### config.mk
export PLATFORM = sky130hd
export DESIGN_NAME = tsht_ctrl
export DESIGN_NICKNAME = d
export VERILOG_FILES = /design/src/hw/rtl/tsht_pkg.sv /design/src/hw/rtl/tsht_ctrl.sv
export SDC_FILE = /design/constraint.sdc
export NUM_CORES = 1
export LEC_CHECK = 0
export ABC_CLOCK_PERIOD_IN_PS = 2200
export BUFFER_PORTS_ARGS = -buffer_cell sky130_fd_sc_hd__buf_2
export CORE_AREA = 2 2 39 41
export CTS_BUF_LIST = sky130_fd_sc_hd__clkbuf_8
export DETAILED_ROUTE_END_ITERATION = 7
export DIE_AREA = 0 0 41 43
export PLACE_DENSITY = 0.77
export SLEW_MARGIN = 20
export SYNTH_ARGS = -nofsm -noshare
export SYNTH_HDL_FRONTEND = slang
export SYNTH_SLANG_ARGS = --single-unit
### constraint.sdc
create_clock -name clk -period 2.2 [get_ports clk]
set_input_delay 0.22 -clock clk [delete_from_list [all_inputs] [get_ports clk]]
set_output_delay 0.22 -clock clk [all_outputs]
set_load 0.02 [all_outputs]
### src/hw/rtl/tsht_pkg.sv
// ----------------------------------------------------------------------------
// tsht_pkg: shared types and constants of the two-slot hash table
// Bucket sizing, the slot layout and the command and status bundles that
// join the controller and the datapath.
// ----------------------------------------------------------------------------
package tsht_pkg;

	// bucket count follows from the index width
	localparam int INDEX_BITS  = 10;
	localparam int NUM_BUCKETS = 1 << INDEX_BITS;

	localparam logic OP_LOOKUP = 1'b0;
	localparam logic OP_STORE  = 1'b1;

	localparam logic [1:0] KIND_EMPTY = 2'd0;

	typedef logic [INDEX_BITS-1:0] bucket_idx_t;

	// one slot as stored: 122 bits
	typedef struct packed {
		logic [63:0]        key;
		logic [15:0]        move;
		logic signed [31:0] score;
		logic [1:0]         kind;
		logic [7:0]         depth;
	} slot_t;

	// controller to datapath
	typedef struct packed {
		logic        rd_en;
		logic        clear;
		bucket_idx_t clr_idx;
		logic        store_en;
		logic        out_load;
	} tsht_cmd_t;

	// datapath to controller
	typedef struct packed {
		logic is_lookup;
	} tsht_stat_t;

endpackage

### src/hw/rtl/tsht_ctrl.sv
// ----------------------------------------------------------------------------
// tsht_ctrl: sequencing of the two-slot hash table
// Runs the clearing pass after reset, then reads a bucket for each accepted
// request and then commits the store or the lookup response.
// ----------------------------------------------------------------------------
module tsht_ctrl
	import tsht_pkg::*;
(
	input  logic       clk,
	input  logic       arst_n,
	input  logic       in_valid,
	output logic       in_ready,
	output logic       out_valid,
	input  logic       out_ready,
	input  tsht_stat_t stat,
	output tsht_cmd_t  cmd
);

	typedef enum logic [1:0] {
		S_CLEAR,
		S_IDLE,
		S_EVAL
	} state_t;

	state_t      state_q;
	bucket_idx_t clr_idx_q;
	logic        out_valid_q;
	logic        accept;
	logic        stall;
	logic        commit;

	// request handshake and response back-pressure
	assign in_ready = (state_q == S_IDLE);
	assign accept   = in_valid && in_ready;
	assign stall    = stat.is_lookup && out_valid_q && !out_ready;
	assign commit   = (state_q == S_EVAL) && !stall;

	// commands to the datapath
	always_comb begin
		cmd.rd_en    = accept;
		cmd.clear    = (state_q == S_CLEAR);
		cmd.clr_idx  = clr_idx_q;
		cmd.store_en = commit && !stat.is_lookup;
		cmd.out_load = commit && stat.is_lookup;
	end

	assign out_valid = out_valid_q;

	// state, clear counter and response valid
	always_ff @(posedge clk or negedge arst_n) begin
		if (!arst_n) begin
			state_q     <= S_CLEAR;
			clr_idx_q   <= '0;
			out_valid_q <= 1'b0;
		end else begin
			unique case (state_q)
				S_CLEAR: begin
					clr_idx_q <= clr_idx_q + 1'b1;
					if (clr_idx_q == bucket_idx_t'(NUM_BUCKETS - 1)) begin
						state_q <= S_IDLE;
					end
				end
				S_IDLE: begin
					if (accept) begin
						state_q <= S_EVAL;
					end
				end
				S_EVAL: begin
					if (commit) begin
						state_q <= S_IDLE;
					end
				end
				default: begin
					state_q <= S_CLEAR;
				end
			endcase

			if (cmd.out_load) begin
				out_valid_q <= 1'b1;
			end else if (out_ready) begin
				out_valid_q <= 1'b0;
			end
		end
	end

endmodule

==> flow_metrics.tcl, run 1 <==
set metrics [dict create \
    status "finished clean" \
    synth_top_area_frac 0.504 \
    cts_root_buf "clkbuf_8" \
    cts_tree "built" \
    crit_arrival_ps 1240 \
    final_common_cell "buf_2" \
    p_clk_frac 0.445 \
    initial_core_util 0.467 \
    num_io_pins 21 \
    drt_iter0_markers 7 \
    ir_worst_vdd_v 0.000436 \
    synth_cell_types 24 \
    end_kind "output pin" \
    grt_remaining_overflow 0 \
    worstReg2RegStart "clr_idx_q[0]" \
    rr_worst_depth 4 \
    p_sw_frac 0.186 \
    drv_cap 0 \
    cp-start-kind "register" \
    fp.dieH_um 43 \
    period_minus_slack_ps 1460 \
    dp_hpwl_um 899 \
    synth_edf_count 0 \
    synth_top_area_cell "dfrtp_1" \
    synth-simple-area-share 0.248 \
    synth_area_um2 646 \
    clock-sinks 13 \
    ys_warn_count 0 \
    clk_latency_ps 240 \
    dp_slack_ps 802 \
    synth_top_family_by_area "simple AND/OR/NAND/NOR gates" \
    hold_viol 0 \
    clk_pin_slew_ps 50 \
    async_flop_share 1.00 \
    clockBufferDepth 2 \
    min_path_cells 3 \
    cp.buffers_inverters 1 \
    cp_num_cells 2 \
    fin_crit_sh 0.665 \
    synth-compound-area-share 0.0484 \
    synthFlopType "dfrtp_1" \
    crit_path_start "state_q[1]" \
    worstSetupPathType "reg2out" \
    numCtsBuffers 3 \
    cts_resized 0 \
    first_pass_iters 5 \
    p_switching_w 0.0000836 \
    wl_per_cell_um 12.0 \
    holdCritStartpoint "stat" \
    nets 88 \
    p_int_w 0.000366 \
    drcViolationCount 0 \
    vias 520 \
    comb_power_share 0.022 \
    routabilityCongestion 0.800 \
    area_delta_synth_final_pct 24.2 \
    fp-row-count 14 \
    slew_viol_final 0 \
    final_cell_mix "buf_2, dfrtp_1, xor2_1" \
    synthAdderAreaFrac 0.0194 \
    postSynthAreaPerCell_um2 11.1 \
    p_leak_nw 0.400 \
    worstMarginPinSlew_ps 345 \
    slowest_delay_ps 500 \
    synth_area_leaders "dfrtp_1, xor2_1, xnor2_1" \
    io_buffers 20 \
    grt_pass1_vias 484 \
    via_per_inst 5.36 \
    postRouteAntennaNets 0 \
    grt_pass1_wl_mm 1.86 \
    maxSlewHeadroom 0.770 \
    synth_cells 58 \
    diodes 0 \
    setup_slack_ps 737 \
    grt_start_max_net_pins 14 \
    finalSetupViolations 0 \
    required_ps 1980 \
    routed_wirelength_mm 1.16 \
    cpLargestDelayFamily "flip-flops" \
    track_usage 0.155 \
    core_region_area_um2 1380 \
    rsz0062_at_grt "false" \
    path_cells "nor2_2 > buf_2" \
    cp_max_fo 10 \
    holdCritPathClass "in2reg" \
    cp_slowest_cell "dfrtp_1" \
    final.setup.tns_ps 0 \
    syn-num-nets 64 \
    p_per_area_nw_per_um2 560 \
    dieArea_um2 1760 \
    yosys_register_bits 13 \
    drive_above_1_share 0.333 \
    antenna_found_initial 0 \
    cts_max_level 1 \
    synth.area.mux_share 0.0174 \
    fp.dieW_um 41 \
    synth_xor_area_frac 0.122 \
    seqPwrFrac 0.533 \
    skew_ps 1.15 \
    ys_seq_area_frac 0.504 \
    fmax_ghz 0.683 \
]
[synthesized netlist by cell type, types with 2 or more instances]
master and instances:
dfrtp_1 13, nand2b_1 3, nand3_1 3, nor2_1 5, nand2_1 4, xor2_1 6
nand4_1 3, inv_1 2, nor3_1 2, xnor2_1 3
[final cells by class]
type	count	area, um^2
fillers	126	582
flip-flops and latches	13	325
multi-input cells	41	294
repair buffers	21	110
clock buffers	3	41.3
well taps	16	20.0
inverters	2	7.51
clock inverters	1	3.75
[stage by stage]
stage / instances / hold slack (ps) / area, um^2 / utilization / power [W]
5_1_grt: 97 / 289 / 802 / 0.580 / 0.000468
3_3_place_gp: 92 / 121 / 747 / 0.540 / 0.000252
6_report: 97 / 277 / 802 / 0.580 / 0.000450
4_1_cts: 97 / 269 / 802 / 0.580 / 0.000455
2_1_floorplan: 58 / -75.6 / 646 / - / 0.000244
3_5_place_dp: 92 / 119 / 747 / 0.540 / 0.000252
[cells by family after synthesis]
kind of cell / count (synthesis)
buffers and inverters: 4
AO/OA/AOI/OAI: 4
AND/OR/NAND/NOR: 26
adder cells (fa/ha/maj): 1
XOR/XNOR: 9
multiplexers: 1
flip-flops: 13
[worst paths after layout]
path	endpoint	slack, ps
min in group asynchronous	clr_idx_q[8]	400
setup / recovery	cmd[12]	740
setup reg to reg	clr_idx_q[6]	800
max in group asynchronous	clr_idx_q[4]	1580
hold / removal	state_q[1]	280
hold reg to reg	clr_idx_q[8]	490
[what timing repair did]
action / in CTS / in global routing
hold buffers: 1 / 0
setup buffers: 0 / 0
hold endpoints to repair: 13 / 0
[routing by layer]
metal | GRT usage | share of wire
met5 | 0 | 0
met4 | 0.0867 | 0.0095
met3 | 0.0314 | 0.045
met2 | 0.238 | 0.50
met1 | 0.193 | 0.45
[power groups by stage]
stage,registers (W),clock network (W),logic [W]
floorplan,0.000244,0,0.000000123
global placement,0.000243,0,0.00000877
detailed placement,0.000243,0,0.00000879
CTS,0.000239,0.000205,0.0000101
global route,0.000239,0.000217,0.0000114
finish,0.000239,0.000200,0.00000981
[sequential cells by signal (all words and copies together) (netlist names)]
signal	flops
out_valid	1
state_q	2
clr_idx_q	10
[worst register-to-register path, cell delays in order (launching register included)]
cell and delay (ps):
dfrtp_1 420, ha_1 230, nand4_2 180, nor4b_2 280, xor2_1 200
Note: power is estimated with default switching activity, not from simulation.
==> inputs of run 2 (changes only) <==
--- a/config.mk
+++ b/config.mk
@@ -5,13 +5,12 @@
 export SDC_FILE = /design/constraint.sdc
 export NUM_CORES = 1
 export LEC_CHECK = 0
-export ABC_CLOCK_PERIOD_IN_PS = 2200
+export ABC_CLOCK_PERIOD_IN_PS = 1300
 export BUFFER_PORTS_ARGS = -buffer_cell sky130_fd_sc_hd__buf_2
-export CORE_AREA = 2 2 39 41
+export CORE_UTILIZATION = 45
 export CTS_BUF_LIST = sky130_fd_sc_hd__clkbuf_8
 export DETAILED_ROUTE_END_ITERATION = 7
-export DIE_AREA = 0 0 41 43
-export PLACE_DENSITY = 0.77
+export PLACE_DENSITY = 0.75
 export SLEW_MARGIN = 20
 export SYNTH_ARGS = -nofsm -noshare
 export SYNTH_HDL_FRONTEND = slang
==> constraint.sdc (replaced) <==
create_clock -name clk -period 1.3 [get_ports clk]
set_input_delay 0.13 -clock clk [delete_from_list [all_inputs] [get_ports clk]]
set_output_delay 0.13 -clock clk [all_outputs]
set_load 0.02 [all_outputs]
==> run 2 against run 1 <==
Compared with the run above:
- sequential share of layout area is 5.6 points lower
- sequential power up 69%
- register-to-register slack worse by 810 ps
- the flow now finishes with violations (negative setup slack)
- wire length increased by 20%
- global-route usage is 4.0 points higher
- clock power grew 70%
- worst setup slack lost 750 ps
- highest routed layer unchanged
- final cell count up 6.2%
- die area down 9.8%
- combinational power increased by 88%
==> flow_metrics.tcl, run 2 (synthesized netlist as in run 1, its figures left out) <==
set metrics [dict create \
    finalSetupViolations 3 \
    num_io_pins 21 \
    p_per_area_nw_per_um2 813 \
    fin_crit_sh 1.01 \
    regMostFlops "clr_idx_q" \
    violations "negative setup slack" \
    final_cell_mix "buf_2, dfrtp_1, buf_4" \
    register_area_um2 328 \
    fillers 97 \
    grt_remaining_overflow 0 \
    drv_cap 0 \
    slew_viol_final 0 \
    holdCritStartpoint "stat" \
    fmax_ghz 0.763 \
    holdCritPathClass "in2reg" \
    dpl_cell_area_um2 815 \
    dp_hpwl_um 941 \
    first_pass_iters 4 \
    setup_slack_ps -10.1 \
    p_switching_w 0.000143 \
    io_buffers 20 \
    min_path_cells 3 \
    area_delta_synth_final_pct 45.3 \
    fp.dieH_um 39.9 \
    cp_max_fo 3 \
    ir_worst_vdd_v 0.000602 \
    fp.dieW_um 39.9 \
    worstReg2RegStart "state_q[0]" \
    routabilityCongestion 0.769 \
    track_usage 0.195 \
    r2r_setup_slack_ps -10 \
    worstMarginPinSlew_ps 286 \
    drive_above_1_share 0.511 \
    multi_input_area_um2 363 \
    clockBufferDepth 2 \
    final_util 0.712 \
    seqPwrFrac 0.531 \
    wl_per_cell_um 13.6 \
    grt_pass1_wl_mm 1.95 \
    postRouteAntennaNets 0 \
    finalPower_w 0.000763 \
    largest_reg_flops 10 \
    hold_viol 0 \
    cp_slowest_cell "dfrtp_1" \
    rr_endpoint "clr_idx_q[9]" \
    diodes 0 \
    via_per_inst 5.18 \
    nets 95 \
    clk_pin_slew_ps 50 \
    clock-sinks 13 \
    initial_core_util 0.490 \
    rsz0062_at_grt "true" \
    fin_hold_ws_ps 206 \
    numCtsBuffers 3 \
    dieArea_um2 1590 \
    cp-start-kind "register" \
    comb_power_share 0.024 \
    drcViolationCount 0 \
    period_minus_slack_ps 1310 \
    cts_root_buf "clkbuf_8" \
    core_region_area_um2 1320 \
    worstSetupPathType "reg2reg" \
    antenna_found_initial 0 \
    clk_latency_ps 240 \
    fp-row-count 13 \
    end_kind "register" \
    placed_cells 96 \
    rr_worst_depth 4 \
    final_cell_area_um2 938 \
    slowest_delay_ps 380 \
    p_clk_frac 0.445 \
    required_ps 1460 \
    drt_iter0_markers 14 \
    grt_pass1_vias 462 \
    grt_start_max_net_pins 14 \
    maxSlewHeadroom 0.809 \
    vias 534 \
    holdPathEnd "out_valid" \
    p_leak_nw 0.434 \
    p_sw_frac 0.188 \
    crit_arrival_ps 1470 \
    routed_wirelength_mm 1.40 \
    skew_ps 2.11 \
    cts_tree "built" \
    final_common_cell "buf_2" \
    cts_max_level 1 \
    stdcell_count 103 \
    status "complete, but fails checks" \
    p_int_w 0.000619 \
    path_cells "buf_4 > nand4bb_1 > nor3_2 > xor2_1" \
]
[run 2: worst max-delay path by stage]
| stage | cells past startpoint | from | slack (ps) | endpoint |
|---|---|---|---|---|
| global route | 4 | state_q[0] | -70 | clr_idx_q[9] |
| CTS | 3 | state_q[0] | -10 | cmd[12] |
| floorplan | 4 | clr_idx_q[0] | 7 | clr_idx_q[6] |
| global placement | 3 | state_q[0] | 70 | clr_idx_q[9] |
| detailed placement | 4 | clr_idx_q[1] | 40 | clr_idx_q[6] |
| finish | 4 | state_q[0] | -10 | clr_idx_q[9] |
[run 2: power groups by stage]
stage / logic, W / clock network [W] / registers [W]
2_1_floorplan: 0.000000417 / 0 / 0.000412
3_3_place_gp: 0.0000149 / 0 / 0.000412
3_5_place_dp: 0.0000153 / 0 / 0.000412
4_1_cts: 0.0000176 / 0.000346 / 0.000405
5_1_grt: 0.0000211 / 0.000375 / 0.000405
6_report: 0.0000184 / 0.000339 / 0.000405
[run 2: stage by stage]
stage	worst slack (ps)	TNS [ps]
6_report	-10.1	-17.9
5_1_grt	-71.3	-279
4_1_cts	-11.7	-26.8
3_5_place_dp	39.7	0
3_3_place_gp	66.9	0
2_1_floorplan	7.13	0
[run 2: worst max-delay path, delay by kind of cell (launching register included)]
kind	cells	cell delay [ps]
and+or+nand+nor	2	540
buffers and inverters	1	150
xor gates and xnor gates	1	160
DFF	1	380
[run 2: routing by layer]
layer  up-vias  GRT usage  wire length, um
li1        261          -                -
met1       257      0.250              608
met2        14      0.294              729
met3         2     0.0511               52
met4         0      0.103               10
met5         -          0                0
[run 2: cell type report]
type	count	area share
multi-input cells	41	0.387
clock buffers	3	0.0440
repair buffers	28	0.185
well taps	15	0.0200
clock inverters	1	0.00400
inverters	2	0.0107
flip-flops and latches	13	0.349
[run 2: repair_timing]
item	4_1_cts	5_1_grt
gates cloned	0	0
buffers inserted	1	1
setup endpoints to repair	3	8
hold buffers	1	0
pin swaps	0	2
endpoints found under the hold margin	13	0
gates resized for setup	5	9
==> inputs of run 3 (changes only) <==
--- a/config.mk
+++ b/config.mk
@@ -5,12 +5,15 @@
 export SDC_FILE = /design/constraint.sdc
 export NUM_CORES = 1
 export LEC_CHECK = 0
+export ABC_AREA = 0
 export ABC_CLOCK_PERIOD_IN_PS = 1300
 export BUFFER_PORTS_ARGS = -buffer_cell sky130_fd_sc_hd__buf_2
-export CORE_UTILIZATION = 45
+export CELL_PAD_IN_SITES_DETAIL_PLACEMENT = 1
+export CELL_PAD_IN_SITES_GLOBAL_PLACEMENT = 1
+export CORE_UTILIZATION = 35
 export CTS_BUF_LIST = sky130_fd_sc_hd__clkbuf_8
 export DETAILED_ROUTE_END_ITERATION = 7
-export PLACE_DENSITY = 0.75
+export PLACE_DENSITY_LB_ADDON = 0.1
 export SLEW_MARGIN = 20
 export SYNTH_ARGS = -nofsm -noshare
 export SYNTH_HDL_FRONTEND = slang
==> run 3 against run 2 <==
Compared with the run above:
- the run still ends with negative setup slack left
- clock-buffer cell count unchanged
- clock power increased by 8.8%
- non-clock buffer count is 11 higher
- sequential power is essentially flat
- wire length is 43% higher
- utilization decreased by 6.4 points
- flip-flop and latch count unchanged
==> flow_metrics.tcl, run 3 (synthesized netlist as in run 1, its figures left out) <==
set metrics [dict create \
    routed_wirelength_mm 2.01 \
    drive_above_1_share 0.606 \
    required_ps 1470 \
    clk_latency_ps 240 \
    area_delta_synth_final_pct 73.4 \
    postRouteAntennaNets 0 \
    finalSetupViolations 2 \
    status "complete, but fails checks" \
    num_io_pins 21 \
    violations "negative setup slack" \
    holdCritPathClass "in2reg" \
    cts_root_buf "clkbuf_8" \
    grt_pass1_vias 631 \
    final_cell_mix "buf_2, buf_4, dfrtp_1" \
    hold_viol 0 \
    skew_ps 0.646 \
    comb_power_share 0.025 \
    via_per_inst 4.91 \
    largest_reg_flops 10 \
    register_area_um2 329 \
    vias 609 \
    p_per_area_nw_per_um2 709 \
    fp.dieW_um 45.0 \
    cp_slowest_cell "dfrtp_2" \
    worstMarginPinSlew_ps 316 \
    period_minus_slack_ps 1320 \
    wl_per_cell_um 16.2 \
    slowest_delay_ps 410 \
    drcViolationCount 0 \
    dieArea_um2 2020 \
    final_util 0.649 \
    setup_slack_ps -18.5 \
    fillers 189 \
    ir_worst_vdd_v 0.000624 \
    final_common_cell "buf_2" \
    antenna_found_initial 0 \
    core_region_area_um2 1730 \
    end_kind "register" \
    dp_hpwl_mm 1.15 \
    cts_max_level 1 \
    final.setup.tns_ps -35.9 \
    worstSetupPathType "reg2reg" \
    rsz0062_at_grt "true" \
    grt_remaining_overflow 0 \
    maxSlewHeadroom 0.789 \
    dpl_cell_area_um2 835 \
    fp-row-count 15 \
    cp_max_fo 4 \
    path_cells "ha_4 > nand4_4 > nor4b_4 > xor2_1" \
    final_cell_area_um2 1120 \
    crit_arrival_ps 1490 \
    nets 106 \
    cp-start-kind "register" \
    seqPwrFrac 0.510 \
    drv_cap 0 \
    slew_viol_final 0 \
    fp.dieH_um 45.0 \
    dp_slack_ps 30.7 \
    fin_crit_sh 1.01 \
    numCtsBuffers 3 \
    fin_hold_ws_ps 222 \
    cts_tree "built" \
    io_buffers 20 \
    regMostFlops "clr_idx_q" \
    track_usage 0.202 \
    p_clk_frac 0.465 \
    diodes 0 \
    first_pass_iters 4 \
    grt_pass1_wl_mm 2.90 \
    p_int_w 0.000620 \
    routabilityCongestion 0.714 \
    fmax_ghz 0.758 \
    initial_core_util 0.374 \
    drt_iter0_markers 1 \
    multi_input_area_um2 417 \
    p_leak_nw 0.501 \
    clockBufferDepth 2 \
    grt_start_max_net_pins 14 \
    clock-sinks 13 \
    p_sw_frac 0.219 \
    clk_pin_slew_ps 60 \
    p_switching_w 0.000174 \
]
run 3: cell types whose count changed in the layout (fill, tap and decap cells not counted), sizes merged:
cell	delta
buf	+11
run 3: critical path, delay by kind of cell, from the launching register on:
kind,cells,cell delay (ps)
xor+xnor,1,170
fa+ha+maj,1,170
flops,1,410
simple gates,2,490
run 3: what timing repair did:
action,CTS,global route
pin swaps,3,6
resized for setup,16,16
endpoints found under the setup margin,3,10
hold buffers,1,0
setup buffers,4,8
hold endpoints to repair,13,0
run 3: routing by layer:
| metal | track usage | share of wire |
|---|---|---|
| met3 | 0.0280 | 0.031 |
| met2 | 0.342 | 0.51 |
| met5 | 0 | 0 |
| met4 | 0.0909 | 0.0070 |
| met1 | 0.253 | 0.45 |
run 3: cell type report:
class / count / area share
Sequential cell: 13 / 0.294
Inverter: 2 / 0.0112
Clock inverter: 1 / 0.00335
Multi-Input combinational cell: 41 / 0.372
Clock buffer: 3 / 0.0369
Timing Repair Buffer: 39 / 0.255
Tap cell: 25 / 0.0279
run 3: power groups by stage:
stage	clock, W	sequential (W)	combinational, W
2_1_floorplan	0	0.000412	0.000000417
5_1_grt	0.000393	0.000404	0.0000223
4_1_cts	0.000372	0.000405	0.0000199
6_report	0.000369	0.000405	0.0000199
3_3_place_gp	0	0.000412	0.0000152
3_5_place_dp	0	0.000412	0.0000160
run 3: final timing paths:
kind | start | to | slack (ps) | cells after the start
min reg2reg | clr_idx_q[8] | clr_idx_q[8] | 490 | 1
max in group asynchronous | arst_n | clr_idx_q[1] | 740 | 2
min | out_ready | out_valid | 220 | 3
max | clr_idx_q[1] | clr_idx_q[6] | -20 | 4
max reg2reg | clr_idx_q[1] | clr_idx_q[6] | -20 | 4
min in group asynchronous | arst_n | clr_idx_q[5] | 300 | 2
run 3: metrics by stage:
| stage | std cells | power [W] |
|---|---|---|
| finish | 124 | 0.000794 |
| global route | 124 | 0.000819 |
| CTS | 116 | 0.000796 |
| detailed placement | 107 | 0.000428 |
| global placement | 107 | 0.000427 |
| floorplan | 58 | 0.000413 |
